--- src/rtl/bfl_pkg.sv ---
// Shared types, constants and constant tables for the binary focal loss accumulator.
// Depends on nothing; every other file in rtl/ imports it.
package bfl_pkg;

	localparam int FRAC_BITS      = 16;
	localparam int PROB_BITS      = FRAC_BITS + 1;
	localparam int MEAN_BITS      = 8 + FRAC_BITS;
	localparam int SUM_BITS       = 48;
	localparam int COUNT_BITS_DEF = 24;
	localparam int QUEUE_DEPTH    = 4;
	localparam int QCOUNT_BITS    = $clog2(QUEUE_DEPTH + 1);
	localparam int QPTR_BITS      = $clog2(QUEUE_DEPTH);
	localparam int LOG_BITS       = 21;  // -log2 magnitude, Q5.16
	localparam int LN_BITS        = 20;  // -ln magnitude, Q4.16
	localparam int TEXP_BITS      = 25;  // exponent of 2^-t, Q9.16
	localparam int TERM_BITS      = 21;

	localparam logic [PROB_BITS-1:0] ONE_Q   = PROB_BITS'(1) << FRAC_BITS;
	localparam logic [31:0]          LN2_Q32 = 32'd2977044472;

	// Register map (word index) and reset values
	localparam logic [1:0]  REG_GAMMA = 2'd0;
	localparam logic [1:0]  REG_ALPHA = 2'd1;
	localparam logic [1:0]  REG_EPS   = 2'd2;
	localparam logic [15:0] GAMMA_RST = 16'd8192;
	localparam logic [16:0] ALPHA_RST = 17'd16384;
	localparam logic [14:0] EPS_RST   = 15'd1;

	// Focusing exponents that take the exact multiply path, Q4.12
	localparam logic [15:0] GAMMA_ONE   = 16'd4096;
	localparam logic [15:0] GAMMA_TWO   = 16'd8192;
	localparam logic [15:0] GAMMA_THREE = 16'd12288;

	// One queued element after clamping and weighting
	typedef struct packed {
		logic [PROB_BITS-1:0] p;
		logic [PROB_BITS-1:0] q;
		logic [PROB_BITS-1:0] w1;
		logic [PROB_BITS-1:0] w2;
		logic                 last;
	} item_t;

	// Finished mean handed to the output register
	typedef struct packed {
		logic [MEAN_BITS-1:0] mean;
		logic                 sat;
	} result_t;

	typedef enum logic [3:0] {
		ST_IDLE,
		ST_LOG,
		ST_NL,
		ST_LN,
		ST_POW1,
		ST_POW2,
		ST_EXP,
		ST_PWSEL,
		ST_BMUL,
		ST_TMUL,
		ST_ACC,
		ST_DIV,
		ST_OUT
	} bk_state_t;

	// Integer square root, one result bit per pass
	function automatic logic [63:0] isqrt64(input logic [63:0] v);
		logic [63:0] res;
		logic [63:0] bv;
		logic [63:0] rem;
		res = '0;
		bv  = 64'd1 << 62;
		rem = v;
		for (int i = 0; i < 32; i++) begin
			if (rem >= res + bv) begin
				rem = rem - (res + bv);
				res = (res >> 1) + bv;
			end else begin
				res = res >> 1;
			end
			bv = bv >> 2;
		end
		return res;
	endfunction

	// Roots 2^-(2^-i) in Q0.32 for i = 1 .. FRAC_BITS, each taken from the one before
	function automatic logic [FRAC_BITS*32-1:0] build_roots();
		logic [63:0]             t;
		logic [FRAC_BITS*32-1:0] acc;
		t   = 64'd1 << 31;
		acc = '0;
		for (int i = 0; i < FRAC_BITS; i++) begin
			t = isqrt64(t << 32);
			acc[i*32 +: 32] = t[31:0];
		end
		return acc;
	endfunction

	localparam logic [FRAC_BITS*32-1:0] ROOT_TAB = build_roots();

	function automatic logic [31:0] root_at(input logic [3:0] idx);
		return ROOT_TAB[{idx, 5'd0} +: 32];
	endfunction

	// Position of the leading one
	function automatic logic [4:0] lead_one(input logic [PROB_BITS-1:0] x);
		logic [4:0] k;
		k = '0;
		for (int i = 0; i < PROB_BITS; i++) begin
			if (x[i]) k = 5'(i);
		end
		return k;
	endfunction

endpackage

--- src/rtl/bfl_queue.sv ---
// Short register queue between the front end and the sequencer.
// Depends on bfl_pkg for the element type and depth.
module bfl_queue import bfl_pkg::*; (
	input  logic                   clk,
	input  logic                   arst_n,
	input  logic                   push,
	input  item_t                  push_item,
	input  logic                   pop,
	output item_t                  head,
	output logic                   nempty,
	output logic [QCOUNT_BITS-1:0] count
);

	item_t                  mem_q [QUEUE_DEPTH];
	logic [QPTR_BITS-1:0]   wr_q, rd_q;
	logic [QCOUNT_BITS-1:0] cnt_q;

	assign head   = mem_q[rd_q];
	assign nempty = (cnt_q != '0);
	assign count  = cnt_q;

	// Advance pointers and occupancy
	always_ff @(posedge clk or negedge arst_n) begin
		if (!arst_n) begin
			wr_q  <= '0;
			rd_q  <= '0;
			cnt_q <= '0;
		end else begin
			if (push) wr_q <= wr_q + QPTR_BITS'(1);
			if (pop)  rd_q <= rd_q + QPTR_BITS'(1);
			cnt_q <= cnt_q + QCOUNT_BITS'(push) - QCOUNT_BITS'(pop);
		end
	end

	always_ff @(posedge clk) begin
		if (push) mem_q[wr_q] <= push_item;
	end

endmodule

--- config.mk ---
export PLATFORM = sky130hd
export DESIGN_NAME = bfl_queue
export DESIGN_NICKNAME = d
export VERILOG_FILES = /design/src/rtl/bfl_pkg.sv /design/src/rtl/bfl_queue.sv
export SDC_FILE = /design/constraint.sdc
export NUM_CORES = 1
export LEC_CHECK = 0
export BUFFER_PORTS_ARGS = -buffer_cell sky130_fd_sc_hd__buf_2
export CAP_MARGIN = 30
export CORE_AREA = 5 5 154 126
export CTS_CLUSTER_SIZE = 28
export DETAILED_ROUTE_END_ITERATION = 12
export DIE_AREA = 0 0 159 131
export PLACE_DENSITY = 0.82
export SLEW_MARGIN = 20
export SYNTH_ARGS = -nofsm -noshare
export SYNTH_HDL_FRONTEND = slang
export SYNTH_SLANG_ARGS = --single-unit
--- constraint.sdc ---
create_clock -name clk -period 7.63 [get_ports clk]
set_input_delay 0.763 -clock clk [delete_from_list [all_inputs] [get_ports clk]]
set_output_delay 0.763 -clock clk [all_outputs]
set_load 0.005 [all_outputs]
==> results.tsv <==
metric	value	unit
average wire length per cell after detail routing	22.4	um
count of vias placed by the detailed router	4619	
fraction of layout cells with a size suffix above 1	45.7	%
area growth from synthesis to layout	17.5	%
Distinct cells, synth	17	
net count reported at finish	638	
most frequent cell after synthesis	sky130_fd_sc_hd__edfxtp_1	
Critical Path, Cell by Cell	buf_4 -> mux4_2 -> buf_2	
main area contributors after synthesis	sky130_fd_sc_hd__edfxtp_1, sky130_fd_sc_hd__mux4_2, sky130_fd_sc_hd__dfrtp_1, sky130_fd_sc_hd__buf_12, sky130_fd_sc_hd__ha_1	
io pins	146	
TritonCTS clock tree	yes	
flop and latch count out of synthesis	283	
Vert. Die Dim	131	um
maximum level of the CTS H-tree	1	
Seq/Total Area, Yosys	81.2	%
crit end category	primary output	
Synth Flop Type	sky130_fd_sc_hd__edfxtp_1	
root buffer cell	sky130_fd_sc_hd__clkbuf_16	
drt first-iter violations	267	
total power density per cell area	379	nW/um^2
post-synthesis average cell area	26.4	sq um
TritonCTS buffer count	27	
setup repair after global routing missed its margin	false	
yosys synthesis warning count	0	
transition time at the pin with the least slew margin	0.801	ns
EDFF count, synth	276	
Mapped Area	10400	sq um
IO buf count	145	
largest buffer count on any clock path	3	
Total Routed Length	18.1	mm
post-route DRC violation count	0	
final clock period utilization by the worst path	48.0	%
width of the die	159	um
number of cell rows	44	
clock tree sinks	283	
category of the critical setup timing path	reg2out	
number of buffers and inverters on the critical path	2	
Slowest Stage Delay on Critical Path	0.82	ns
cts hold-fix bufs	0	
setup TNS	0	ns
number of detailed-route iterations in the first pass	7	
achievable frequency	0.273	GHz
share of flip-flops with an asynchronous set or reset	2.47	%
final RePlAce weighted congestion	0.686	
instance count of the mapped netlist	394	
Design Power	4.64	mW
leakage power figure	4.23	nW
endpoint arrival time on the critical path	2.90	ns
max-slew headroom at the worst pin	46.6	%
area leader, netlist	sky130_fd_sc_hd__edfxtp_1	
Hold Path Class	in2async	
total track usage	17.2	%
half-perimeter wire length after detailed placement	11.2	mm
wire length of the first global-routing pass	27.8	mm
antenna viol nets, final	0	
Fin. Hold Viols	0	
area share of the leading cell type in the synthesized netlist	79.6	%
Slew Viols, Final	0	
number of inserted diodes	0	
worst vdd rail ir drop	0.255	mV
result of the run	finished, final reports clean	
die area	20800	sq um
clock tree skew after final layout	0.00899	ns
pin count of the biggest net entering global routing	47	
critical-path cell with the highest stage delay	sky130_fd_sc_hd__dfrtp_4	
time the final worst path needs with I/O delays and setup	3.66	ns
worst skew pair latency	0.51	ns
Avg Vias per Cell	5.72	
initial antenna violation count	3	
post-cts gate resize count	0	
number of setup buffers added after CTS	0	
number of maximum-capacitance violations	0	
number of setup violations in the final report	0	
grt ovf	0	
most frequent cells after synthesis	sky130_fd_sc_hd__edfxtp_1, sky130_fd_sc_hd__mux4_2, sky130_fd_sc_hd__buf_12, sky130_fd_sc_hd__buf_2, sky130_fd_sc_hd__dfrtp_1	
initial core utilization	58.6	%
cell family with the largest share of critical-path delay	buffers and inverters	
vias in the first global route	4931	
total nets after synthesis	474	
Clock Pin Slew Worst Setup and Hold Paths	0.06	ns
highest net fanout along the worst path	40	
critical path startpoint category	flop	
critical path required time	6.87	ns
placeable core area	17800	sq um
## report_power, final
| group | leakage (nW) | internal [mW] | switching (mW) |
|---|---|---|---|
| combinational | 1.19 | 0.618 | 0.543 |
| sequential | 2.62 | 2.04 | 0.159 |
| clock | 0.428 | 0.759 | 0.522 |
| total | 4.23 | 3.41 | 1.22 |
## worst reg2reg max path: stages, from the launching register on
cell and delay, ns:
sky130_fd_sc_hd__dfrtp_1 0.43, sky130_fd_sc_hd__inv_1 0.11, sky130_fd_sc_hd__ha_1 0.15, sky130_fd_sc_hd__and2_4 0.49, sky130_fd_sc_hd__buf_12 0.31
## final cells by class
type	count	area [sq um]
inverter	6	22.5
sequential	283	8470
clock inverter	10	104
tap	230	288
timing repair buffer	151	848
fill	1098	5540
clock buffer	39	761
multi-input combinational	89	1750
## flip-flops by register name, indices dropped and copies added, names as in the netlist
register and cells:
count 3, mem_q 276, rd_q 2, wr_q 2
## stage by stage
stage / cell area [sq um] / instances / hold WS (ns) / utilization, % / worst slack, ns
2_1_floorplan: 10400 / 394 / 0.467 / - / 4.81
3_3_place_gp: 11300 / 754 / 0.471 / 63.3 / 4.42
3_5_place_dp: 11400 / 759 / 0.496 / 64.0 / 4.41
4_1_cts: 12200 / 808 / 0.0636 / 68.9 / 3.84
5_1_grt: 12200 / 808 / 0.0733 / 68.9 / 3.68
6_report: 12200 / 808 / 0.0822 / 68.9 / 3.97
## kinds of logic after synthesis
family          Yosys count  synth area share, %
compound gates            1               0.0480
xor+xnor                  5                0.420
fa+ha+maj                 7                0.913
buf+inv                  22                 2.04
flops                   283                 81.2
mux                      69                 15.0
simple gates              7                0.372
## routing by layer
layer / track usage (%) / routed length, um / vias up
met5: 0 / 41 / -
met4: 3.26 / 316 / 6
met3: 5.05 / 1340 / 32
met2: 27.9 / 8840 / 161
met1: 24.1 / 7580 / 2411
li1: - / - / 2009
## final timing paths
path                                      from                     end  slack, ns  cells past startpoint
hold reg to reg             count[2]$_DFF_PN0_      count[2]$_DFF_PN0_       0.51                      1
min in group clk                  push_item[1]   mem_q[3][1]$_DFFE_PP_       0.46                      1
setup / recovery           rd_q[0]$_DFFE_PN0P_                head[16]       3.97                      3
max in group asynchronous               arst_n     rd_q[0]$_DFFE_PN0P_       7.36                      1
hold / removal                          arst_n      count[2]$_DFF_PN0_       0.08                      1
setup reg to reg           wr_q[0]$_DFFE_PN0P_  mem_q[2][56]$_DFFE_PP_       5.81                      4
## layout by cell type (no fill, tap or decap)
master                      count
sky130_fd_sc_hd__and2_4         4
sky130_fd_sc_hd__buf_12         3
sky130_fd_sc_hd__buf_16         2
sky130_fd_sc_hd__buf_2        145
sky130_fd_sc_hd__buf_4          1
sky130_fd_sc_hd__bufinv_16      2
sky130_fd_sc_hd__clkbuf_1       8
sky130_fd_sc_hd__clkbuf_16     27
sky130_fd_sc_hd__clkbuf_8       4
sky130_fd_sc_hd__clkinv_1       2
sky130_fd_sc_hd__clkinv_2       5
sky130_fd_sc_hd__dfrtp_1        5
sky130_fd_sc_hd__dfrtp_4        2
sky130_fd_sc_hd__edfxtp_1     276
sky130_fd_sc_hd__fa_1           1
sky130_fd_sc_hd__ha_1           6
sky130_fd_sc_hd__inv_1          6
sky130_fd_sc_hd__inv_8          1
sky130_fd_sc_hd__mux4_1         1
sky130_fd_sc_hd__mux4_2        68
sky130_fd_sc_hd__nand2_1        2
sky130_fd_sc_hd__o21ai_0        1
sky130_fd_sc_hd__or3_1          1
sky130_fd_sc_hd__xnor2_1        2
sky130_fd_sc_hd__xor2_1         3
Power figures use the tool's default switching activity.
