File: src/rtl/bfl_pkg.sv
// Shared types, constants and constant tables for the binary focal loss accumulator.
// Depends on nothing; every other file in rtl/ imports it.
package bfl_pkg;

	localparam int FRAC_BITS      = 16;
	localparam int PROB_BITS      = FRAC_BITS + 1;
	localparam int MEAN_BITS      = 8 + FRAC_BITS;
	localparam int SUM_BITS       = 48;
	localparam int COUNT_BITS_DEF = 24;
	localparam int QUEUE_DEPTH    = 4;
	localparam int QCOUNT_BITS    = $clog2(QUEUE_DEPTH + 1);
	localparam int QPTR_BITS      = $clog2(QUEUE_DEPTH);
	localparam int LOG_BITS       = 21;  // -log2 magnitude, Q5.16
	localparam int LN_BITS        = 20;  // -ln magnitude, Q4.16
	localparam int TEXP_BITS      = 25;  // exponent of 2^-t, Q9.16
	localparam int TERM_BITS      = 21;

	localparam logic [PROB_BITS-1:0] ONE_Q   = PROB_BITS'(1) << FRAC_BITS;
	localparam logic [31:0]          LN2_Q32 = 32'd2977044472;

	// Register map (word index) and reset values
	localparam logic [1:0]  REG_GAMMA = 2'd0;
	localparam logic [1:0]  REG_ALPHA = 2'd1;
	localparam logic [1:0]  REG_EPS   = 2'd2;
	localparam logic [15:0] GAMMA_RST = 16'd8192;
	localparam logic [16:0] ALPHA_RST = 17'd16384;
	localparam logic [14:0] EPS_RST   = 15'd1;

	// Focusing exponents that take the exact multiply path, Q4.12
	localparam logic [15:0] GAMMA_ONE   = 16'd4096;
	localparam logic [15:0] GAMMA_TWO   = 16'd8192;
	localparam logic [15:0] GAMMA_THREE = 16'd12288;

	// One queued element after clamping and weighting
	typedef struct packed {
		logic [PROB_BITS-1:0] p;
		logic [PROB_BITS-1:0] q;
		logic [PROB_BITS-1:0] w1;
		logic [PROB_BITS-1:0] w2;
		logic                 last;
	} item_t;

	// Finished mean handed to the output register
	typedef struct packed {
		logic [MEAN_BITS-1:0] mean;
		logic                 sat;
	} result_t;

	typedef enum logic [3:0] {
		ST_IDLE,
		ST_LOG,
		ST_NL,
		ST_LN,
		ST_POW1,
		ST_POW2,
		ST_EXP,
		ST_PWSEL,
		ST_BMUL,
		ST_TMUL,
		ST_ACC,
		ST_DIV,
		ST_OUT
	} bk_state_t;

	// Integer square root, one result bit per pass
	function automatic logic [63:0] isqrt64(input logic [63:0] v);
		logic [63:0] res;
		logic [63:0] bv;
		logic [63:0] rem;
		res = '0;
		bv  = 64'd1 << 62;
		rem = v;
		for (int i = 0; i < 32; i++) begin
			if (rem >= res + bv) begin
				rem = rem - (res + bv);
				res = (res >> 1) + bv;
			end else begin
				res = res >> 1;
			end
			bv = bv >> 2;
		end
		return res;
	endfunction

	// Roots 2^-(2^-i) in Q0.32 for i = 1 .. FRAC_BITS, each taken from the one before
	function automatic logic [FRAC_BITS*32-1:0] build_roots();
		logic [63:0]             t;
		logic [FRAC_BITS*32-1:0] acc;
		t   = 64'd1 << 31;
		acc = '0;
		for (int i = 0; i < FRAC_BITS; i++) begin
			t = isqrt64(t << 32);
			acc[i*32 +: 32] = t[31:0];
		end
		return acc;
	endfunction

	localparam logic [FRAC_BITS*32-1:0] ROOT_TAB = build_roots();

	function automatic logic [31:0] root_at(input logic [3:0] idx);
		return ROOT_TAB[{idx, 5'd0} +: 32];
	endfunction

	// Position of the leading one
	function automatic logic [4:0] lead_one(input logic [PROB_BITS-1:0] x);
		logic [4:0] k;
		k = '0;
		for (int i = 0; i < PROB_BITS; i++) begin
			if (x[i]) k = 5'(i);
		end
		return k;
	endfunction

endpackage

File: src/rtl/bfl_front.sv
// Front end: clamps prediction, target and weight, then forms both class weights.
// Depends on bfl_pkg; feeds bfl_queue.
module bfl_front import bfl_pkg::*; (
	input  logic                   clk,
	input  logic                   arst_n,
	input  logic                   push,
	output logic                   full,
	input  logic [PROB_BITS-1:0]   pred_prob,
	input  logic [PROB_BITS-1:0]   target_label,
	input  logic                   is_last,
	input  logic [16:0]            alpha,
	input  logic [14:0]            eps,
	input  logic [QCOUNT_BITS-1:0] q_count,
	output logic                   q_push,
	output item_t                  q_item
);

	logic                 v_s1;
	logic [PROB_BITS-1:0] p_s1, y_s1, a_s1;
	logic                 last_s1;
	logic                 accept;
	logic [PROB_BITS-1:0] e, hi, pc, yc, ac, na, ny;
	logic [2*PROB_BITS-1:0] prod1, prod2;

	// Hold off while the queue plus the element in flight would fill it
	assign full   = ({1'b0, q_count} + (QCOUNT_BITS+1)'(v_s1)) >= (QCOUNT_BITS+1)'(QUEUE_DEPTH);
	assign accept = push && !full;

	// Clamp; the margin register cannot exceed one half, so only zero needs fixing
	always_comb begin
		e  = (eps == '0) ? PROB_BITS'(1) : PROB_BITS'(eps);
		hi = ONE_Q - e;
		if (pred_prob < e) pc = e;
		else if (pred_prob > hi) pc = hi;
		else pc = pred_prob;
		yc = (target_label > ONE_Q) ? ONE_Q : target_label;
		ac = (alpha > ONE_Q) ? ONE_Q : alpha;
	end

	always_ff @(posedge clk or negedge arst_n) begin
		if (!arst_n) begin
			v_s1 <= 1'b0;
		end else begin
			v_s1 <= accept;
		end
	end

	always_ff @(posedge clk) begin
		if (accept) begin
			p_s1    <= pc;
			y_s1    <= yc;
			a_s1    <= ac;
			last_s1 <= is_last;
		end
	end

	// Weight both classes and push
	always_comb begin
		na    = ONE_Q - a_s1;
		ny    = ONE_Q - y_s1;
		prod1 = (2*PROB_BITS)'(a_s1) * (2*PROB_BITS)'(y_s1);
		prod2 = (2*PROB_BITS)'(na) * (2*PROB_BITS)'(ny);
		q_item.p    = p_s1;
		q_item.q    = ONE_Q - p_s1;
		q_item.w1   = prod1[2*FRAC_BITS:FRAC_BITS];
		q_item.w2   = prod2[2*FRAC_BITS:FRAC_BITS];
		q_item.last = last_s1;
	end

	assign q_push = v_s1;

endmodule

File: config.mk
export PLATFORM = sky130hd
export DESIGN_NAME = bfl_front
export DESIGN_NICKNAME = d
export VERILOG_FILES = /design/src/rtl/bfl_pkg.sv /design/src/rtl/bfl_front.sv
export SDC_FILE = /design/constraint.sdc
export NUM_CORES = 1
export LEC_CHECK = 0
export BUFFER_PORTS_ARGS = -buffer_cell sky130_fd_sc_hd__clkbuf_2
export CORE_MARGIN = 2
export CORE_UTILIZATION = 37
export CTS_CLUSTER_DIAMETER = 120
export CTS_CLUSTER_SIZE = 14
export DETAILED_ROUTE_END_ITERATION = 6
export PLACE_DENSITY = 0.62
export RECOVER_POWER = 100
export SETUP_SLACK_MARGIN = 0.5
export SLEW_MARGIN = 10
export SYNTH_ARGS = -nofsm -noshare
export SYNTH_HDL_FRONTEND = slang
export SYNTH_SLANG_ARGS = --single-unit
File: constraint.sdc
create_clock -name clk -period 8 [get_ports clk]
set_clock_uncertainty 0.2 [all_clocks]
set_input_delay 0.4 -clock clk [delete_from_list [all_inputs] [get_ports clk]]
set_output_delay 0.4 -clock clk [all_outputs]
set_load 0.02 [all_outputs]
==> results of run 1 <==
[cells by family (layout without fill, tap and decap cells)]
family | count (synthesis) | after routing
other | 1 | 3
muxes | 10 | 10
AOI/OAI and AO/OA | 174 | 174
DFF | 53 | 53
and+or+nand+nor | 797 | 797
xor gates and xnor gates | 123 | 123
adders and majority gates | 681 | 681
buffers and inverters | 651 | 885
[final timing paths]
kind	startpoint	end	slack (ns)	cells past startpoint
min	is_last	last_s1	0.09	1
max reg2reg	q_push	a_s1[15]	3.79	3
min reg2reg	q_push	p_s1[0]	0.95	2
min in group asynchronous	arst_n	q_push	0.17	2
max in group asynchronous	arst_n	q_push	7.34	2
max	a_s1[1]	q_item[17]	-0.22	25
[metal layers]
metal,vias to the layer above,wire (µm)
met1,8967,26000
met2,492,30800
met3,82,3390
met5,-,13
met4,2,1520
li1,8005,-
[state kept, by name, summed over array words and instances, names as in the netlist]
name,count
p_s1,17
a_s1,17
last_s1,1
q_push,1
y_s1,17
[timing repair]
item                       4_1_cts  5_1_grt
hold endpoints to repair         1        0
hold buffers                     1        0
pin swaps                       11       25
resized for setup               47       73
buffers inserted                10       19
setup endpoints to repair       24       26
[worst reg2reg max path, cell delays in order (launching register included)]
cell and delay [ns]:
dfrtp_1 0.39, a31o_2 0.26, nor2_1 1.21, clkbuf_1 1.68
[synthesized netlist by cell type, types with 8 or more instances]
| cell type | instances | area, µm² |
|---|---|---|
| edfxtp_1 | 52 | 1560 |
| o21ai_0 | 43 | 215 |
| nand2_1 | 400 | 1500 |
| xor2_1 | 50 | 438 |
| inv_1 | 547 | 2050 |
| and3_1 | 8 | 50.1 |
| nor4_1 | 19 | 119 |
| clkbuf_1 | 85 | 319 |
| nand2b_1 | 8 | 50.1 |
| nor2_1 | 132 | 495 |
| nor2b_1 | 38 | 238 |
| ha_1 | 239 | 2990 |
| nand4_1 | 13 | 81.3 |
| and2_1 | 109 | 682 |
| xnor2_1 | 71 | 622 |
| nand3_1 | 14 | 70.1 |
| fa_1 | 442 | 8850 |
| a21o_1 | 27 | 203 |
| a31oi_1 | 8 | 50.1 |
| buf_1 | 14 | 52.6 |
| a21oi_1 | 40 | 200 |
| o21a_1 | 9 | 67.6 |
| nor3_1 | 27 | 135 |
[through the flow]
stage	util (%)	setup WS, ns	area [µm²]
final	43.5	-0.219	25500
after global routing	43.5	-0.508	25500
after CTS	43.0	-0.263	25200
after detailed placement	42.1	-0.0485	24700
after global placement	42.1	0.0350	24700
after floorplan	-	0.200	22200
[final cells by class]
| type | count | area share (%) |
|---|---|---|
| flip-flops and latches | 53 | 6.22 |
| multi-input cells | 1786 | 72.4 |
| diodes | 2 | 0.0196 |
| inverters | 548 | 8.06 |
| repair buffers | 329 | 8.72 |
| clock buffers | 5 | 0.490 |
| well taps | 773 | 3.79 |
| clock inverters | 3 | 0.270 |
[where the power goes]
group          total [mW]  internal, mW  switching (mW)
Clock               0.303         0.181           0.122
Combinational        11.4          5.24            6.17
Sequential          0.336         0.323          0.0137
Total                12.0          5.74            6.31
==> results by group, run 1 <==
Clock network
  – Clk sink count: 53
  – H-tree level count: 2
  – Clk slew on worst S/H paths: about 0.07 ns
  – Clock root cell: clkbuf_16
  – TritonCTS clock tree: done
  – Num CTS Buffers: 5
  – Worst-Skew Late Latency: roughly 0.33 ns
  – CTS max path bufs: 2

Outcome
  – Status: complete, but fails checks
  – Failing checks: max-capacitance violations, max-slew violations, negative setup slack

Die
  – Die Area: about 60000 µm²
  – Die width: 247 µm
  – Chip height: between 200 and 250 µm
  – Starting density of the core: 37.2%
  – CORE AREA: roughly 59000 µm²
  – I/O pin count: ~140
  – Core Rows: between 80 and 90

Global routing
  – Largest net degree at the start of global routing: 36
  – Global Route met3 Usage: 3.16%
  – Total GRT Usage: 21.1%
  – GR Util met2: a little under two fifths
  – Vias in the first global route: 19000
  – Met1 Track Usage GR: between 20% and 30%
  – First-pass GRT wire length: roughly 100 mm
  – Top Usage Layer GRT: met2
  – Initial antenna violation count: 1
  – Overflow after GRT: 0

Placed design
  – Placer Congestion: between 0.9 and 1
  – Number of placed instances, taps included: ~3500
  – # port buffers: about 140
  – Hpwl dp: around 51 mm

Timing
  – Unrepaired setup endpoints after global routing: true
  – Fin crit share: 103%
  – Worst slew pin tran: about 2.3 ns
  – Setup_tns: -1.00 ns
  – FMAX: between 0.1 and 0.15 GHz
  – Hold slack: slightly above 0.09 ns
  – Post-layout min period: between 8 and 9 ns
  – # setup viols final: 7
  – Final hold viol count: 0
  – Max Slew Vio Count: 56
  – Setup slack after layout: -0.219 ns
  – Slew headroom: -50.3%

Logic synthesis
  – Synth warn: 0
  – Mapped Avg Cell Area: between 8 and 9 µm²
  – Seq/Total Area, Yosys: between 7 and 8%
  – Adder-cell share of the synthesized area: a little over half
  – Mux cell area share after synthesis: less than 1%
  – Synth Register Bits: 53
  – Largest family of logic cells by synthesized area: adder cells
  – Main synth FF type: edfxtp_1
  – Syn Nets: 3244
  – Share of synthesized registers carrying an async set or reset: around 1.9%
  – Distinct cells, synth: 65
  – EDFF count, synth: 52
  – Synth Area in Simple Gates: 16.7%
  – Instance count of the mapped netlist: 2490
  – Post-synthesis cell area: between 20000 and 25000 µm²
  – Synth Area in Compound Gates: under 10%
  – Post-synthesis xor/xnor area fraction: ~5%

Worst setup path
  – Crit-path max FO: 7
  – CP delay by family, top: adder cells
  – CP peak stage delay: 0.56 ns
  – Top cell by count, worst path: fa_1
  – Arr. time, crit path: around 7.6 ns
  – Slowest CP cell: fa_2
  – Setup crit start kind: register
  – WP buf/inv: 4
  – Worst setup path class: register to output pin
  – Req. time, crit path: approximately 7.4 ns
  – CP Capture Type: output pin

Power and ir drop
  – Leak: 12.7 nW
  – Total Power: between 10 and 15 mW
  – Worst vdd ir: between 700 and 800 µV
  – Pwr Density: 472 nW/µm²

Layout
  – Area of the multi-input gates: between 15000 and 20000 µm²
  – Most frequent cells in the layout: inv_1 (545), fa_1 (439), nand2_1 (397)
  – Layout cells sized above 1: between 10 and 15%
  – Register area: around 1600 µm²
  – Layout area overhead: 16.8%
  – Final Non-Filler Cells: ~3500
  – Most common cell after layout, fill and taps aside: inv_1
  – Layout Nets: 3477
  – FILL cells: about 5700

Drt
  – Via Count: roughly 18000
  – Iteration-0 DRC Markers: around 880
  – DRT Pass-1 Iters: 5
  – Post-DRT Antenna Nets: 0
  – Post-route DRC: 0
  – Drt via density: about 5
  – Routed WL: approximately 62 mm
  – Routed wire per std cell: 17.6 µm

Run
  – Max-capacitance violation count: 2

Worst hold path
  – Worst Hold Class: input pin to register
Note: power is estimated with default switching activity, not from simulation.
==> inputs of run 2 (changes only) <==
--- a/config.mk
+++ b/config.mk
@@ -13,7 +13,6 @@
 export DETAILED_ROUTE_END_ITERATION = 6
 export PLACE_DENSITY = 0.62
 export RECOVER_POWER = 100
-export SETUP_SLACK_MARGIN = 0.5
 export SLEW_MARGIN = 10
 export SYNTH_ARGS = -nofsm -noshare
 export SYNTH_HDL_FRONTEND = slang
==> run 2 against run 1 <==
The flow still finishes with violations (max-capacitance violations, max-slew violations, negative setup slack); worst hold slack lost 0.048 ns; die area unchanged; register-to-register slack better by 0.47 ns; combinational power hardly changed; critical path depth is 5 higher; clock power down 23%; largest power group unchanged.
==> results by group, run 2 (same netlist as run 1, synthesis figures left out) <==
Worst setup path
  – Arr. time, crit path: around 7.6 ns
  – CP Capture Type: output pin
  – Top cell by count, worst path: buf_4
  – CP peak stage delay: between 0.5 and 0.6 ns
  – Slowest CP cell: fa_1
  – Req. time, crit path: approximately 7.4 ns
  – Crit-path max FO: 6
  – Setup crit start kind: register
  – Worst setup path class: register to output pin

Layout
  – Antenna Cells: 0
  – Layout cells sized above 1: between 10% and 20%
  – Util after Layout: between 40% and 50%
  – Biggest regs: a_s1 x17, p_s1 x17, y_s1 x17
  – Layout Nets: between 3000 and 4000
  – Register area: approximately 1600 µm²
  – Layout area overhead: 16.9%
  – Area of the multi-input gates: 18400 µm²
  – Design area: 25500 µm²
  – Most common cell after layout, fill and taps aside: inv_1
  – Most frequent cells in the layout: inv_1 (540), fa_1 (438), nand2_1 (392)
  – FILL cells: between 5000 and 6000
  – Final Non-Filler Cells: between 3000 and 4000

Outcome
  – Status: complete, but fails checks
  – Failing checks: max-capacitance violations, max-slew violations, negative setup slack

Die
  – Die width: 247 µm
  – Die Area: 61000 µm²
  – I/O pin count: around 140
  – Chip height: 247 µm
  – Starting density of the core: between 30 and 40%
  – Core Rows: roughly 90
  – CORE AREA: between 50000 and 60000 µm²

Placed design
  – # port buffers: 143
  – Hpwl dp: about 52 mm
  – Cell Area, Placed: approximately 25000 µm²
  – Number of placed instances, taps included: 3473
  – Place WS: -0.284 ns
  – Placer Congestion: ~0.92

Timing
  – Max Slew Vio Count: 54
  – Post-layout min period: about 8 ns
  – Unrepaired setup endpoints after global routing: true
  – Worst slew pin tran: 3.24 ns
  – Setup slack after layout: -0.224 ns
  – Setup_tns: -1.58 ns
  – Slew headroom: -116%
  – Fin crit share: 103%
  – # setup viols final: 13
  – FMAX: about 0.12 GHz
  – Final hold viol count: 0

Clock network
  – Worst-Skew Late Latency: around 0.32 ns
  – CTS max path bufs: 2
  – Num CTS Buffers: 5
  – Clk slew on worst S/H paths: approximately 0.080 ns
  – Clk sink count: 53
  – H-tree level count: 2
  – TritonCTS clock tree: done
  – Clock root cell: clkbuf_16

Run
  – Max-capacitance violation count: 1

Global routing
  – Vias in the first global route: roughly 20000
  – First-pass GRT wire length: ~100 mm
  – Overflow after GRT: 0
  – Total GRT Usage: 21.6%
  – Largest net degree at the start of global routing: 54
  – Initial antenna violation count: 0

Drt
  – Post-DRT Antenna Nets: 0
  – Via Count: 17636
  – Routed WL: around 62 mm
  – Routed wire per std cell: 17.7 µm
  – Post-route DRC: 0
  – DRT Pass-1 Iters: 5
  – Drt via density: ~5
  – Iteration-0 DRC Markers: approximately 900

Power and ir drop
  – Pwr Density: 474 nW/µm²
  – Worst vdd ir: 1050 µV
  – Leak: ~13 nW

Worst hold path
  – Worst Hold Class: input pin to register
==> run 2: cell types whose count changed in the layout (fill, tap and decap cells not counted), moves of 5 or more <==
cell	previous run	this run
buf_4	171	196
clkbuf_2	74	83
clkbuf_1	56	50
a21oi_2	6	1
inv_1	545	540
nand2_1	397	392
==> run 2: layer usage <==
layer	vias to the layer above	track usage (%)	wire, µm
met1	8990	27.4	25600
met2	519	37.9	31300
met5	-	0	0
met4	0	5.49	1580
li1	8048	-	-
met3	79	3.57	3910
==> run 2: area by class of cell <==
type / count / share of cell area (%)
inverter: 548 / 8.07
sequential: 53 / 6.21
tap: 773 / 3.79
clock inverter: 3 / 0.0686
clock buffer: 5 / 0.490
multi-input combinational: 1786 / 72.2
timing repair buffer: 352 / 9.19
==> run 2: metrics by stage <==
| step | hold slack [ns] | power, mW |
|---|---|---|
| 2_1_floorplan | -0.0956 | 6.64 |
| 3_3_place_gp | -0.0252 | 9.86 |
| 3_5_place_dp | -0.0244 | 9.95 |
| 4_1_cts | 0.0312 | 11.4 |
| 5_1_grt | 0.0391 | 13.4 |
| 6_report | 0.0448 | 12.1 |
==> run 2: power by group <==
part | internal (mW) | switching (mW) | total [mW] | leakage, nW
combinational | 5.31 | 6.23 | 11.5 | 12.2
sequential | 0.323 | 0.0130 | 0.336 | 0.520
clock | 0.115 | 0.116 | 0.232 | 0.0696
==> run 2: worst max-delay path: cells and delay by family, from the launching register on <==
kind	cells	cell delay [ns]
AOI/OAI and AO/OA	5	1.10
DFF	1	0.39
and+or+nand+nor	6	1.55
xor gates and xnor gates	1	0.15
buffers and inverters	11	1.23
adders and majority gates	7	2.88
==> run 2: timing repair <==
item / 4_1_cts / 5_1_grt
buffers inserted: 27 / 11
gates resized for setup: 97 / 51
setup endpoints to repair: 15 / 16
pin swaps: 48 / 42
hold buffers: 1 / 0
hold endpoints to repair: 1 / 0
==> run 2: path summary, 6_finish.rpt <==
| path | start | to | slack (ns) | cells after the start |
|---|---|---|---|---|
| setup / recovery | y_s1[5] | q_item[10] | -0.22 | 30 |
| hold / removal | is_last | last_s1 | 0.04 | 1 |
| setup reg to reg | q_push | a_s1[8] | 4.26 | 3 |
| hold reg to reg | q_push | q_push | 2.04 | 3 |
| max in group asynchronous | arst_n | q_push | 7.35 | 2 |
| min in group asynchronous | arst_n | q_push | 0.17 | 2 |
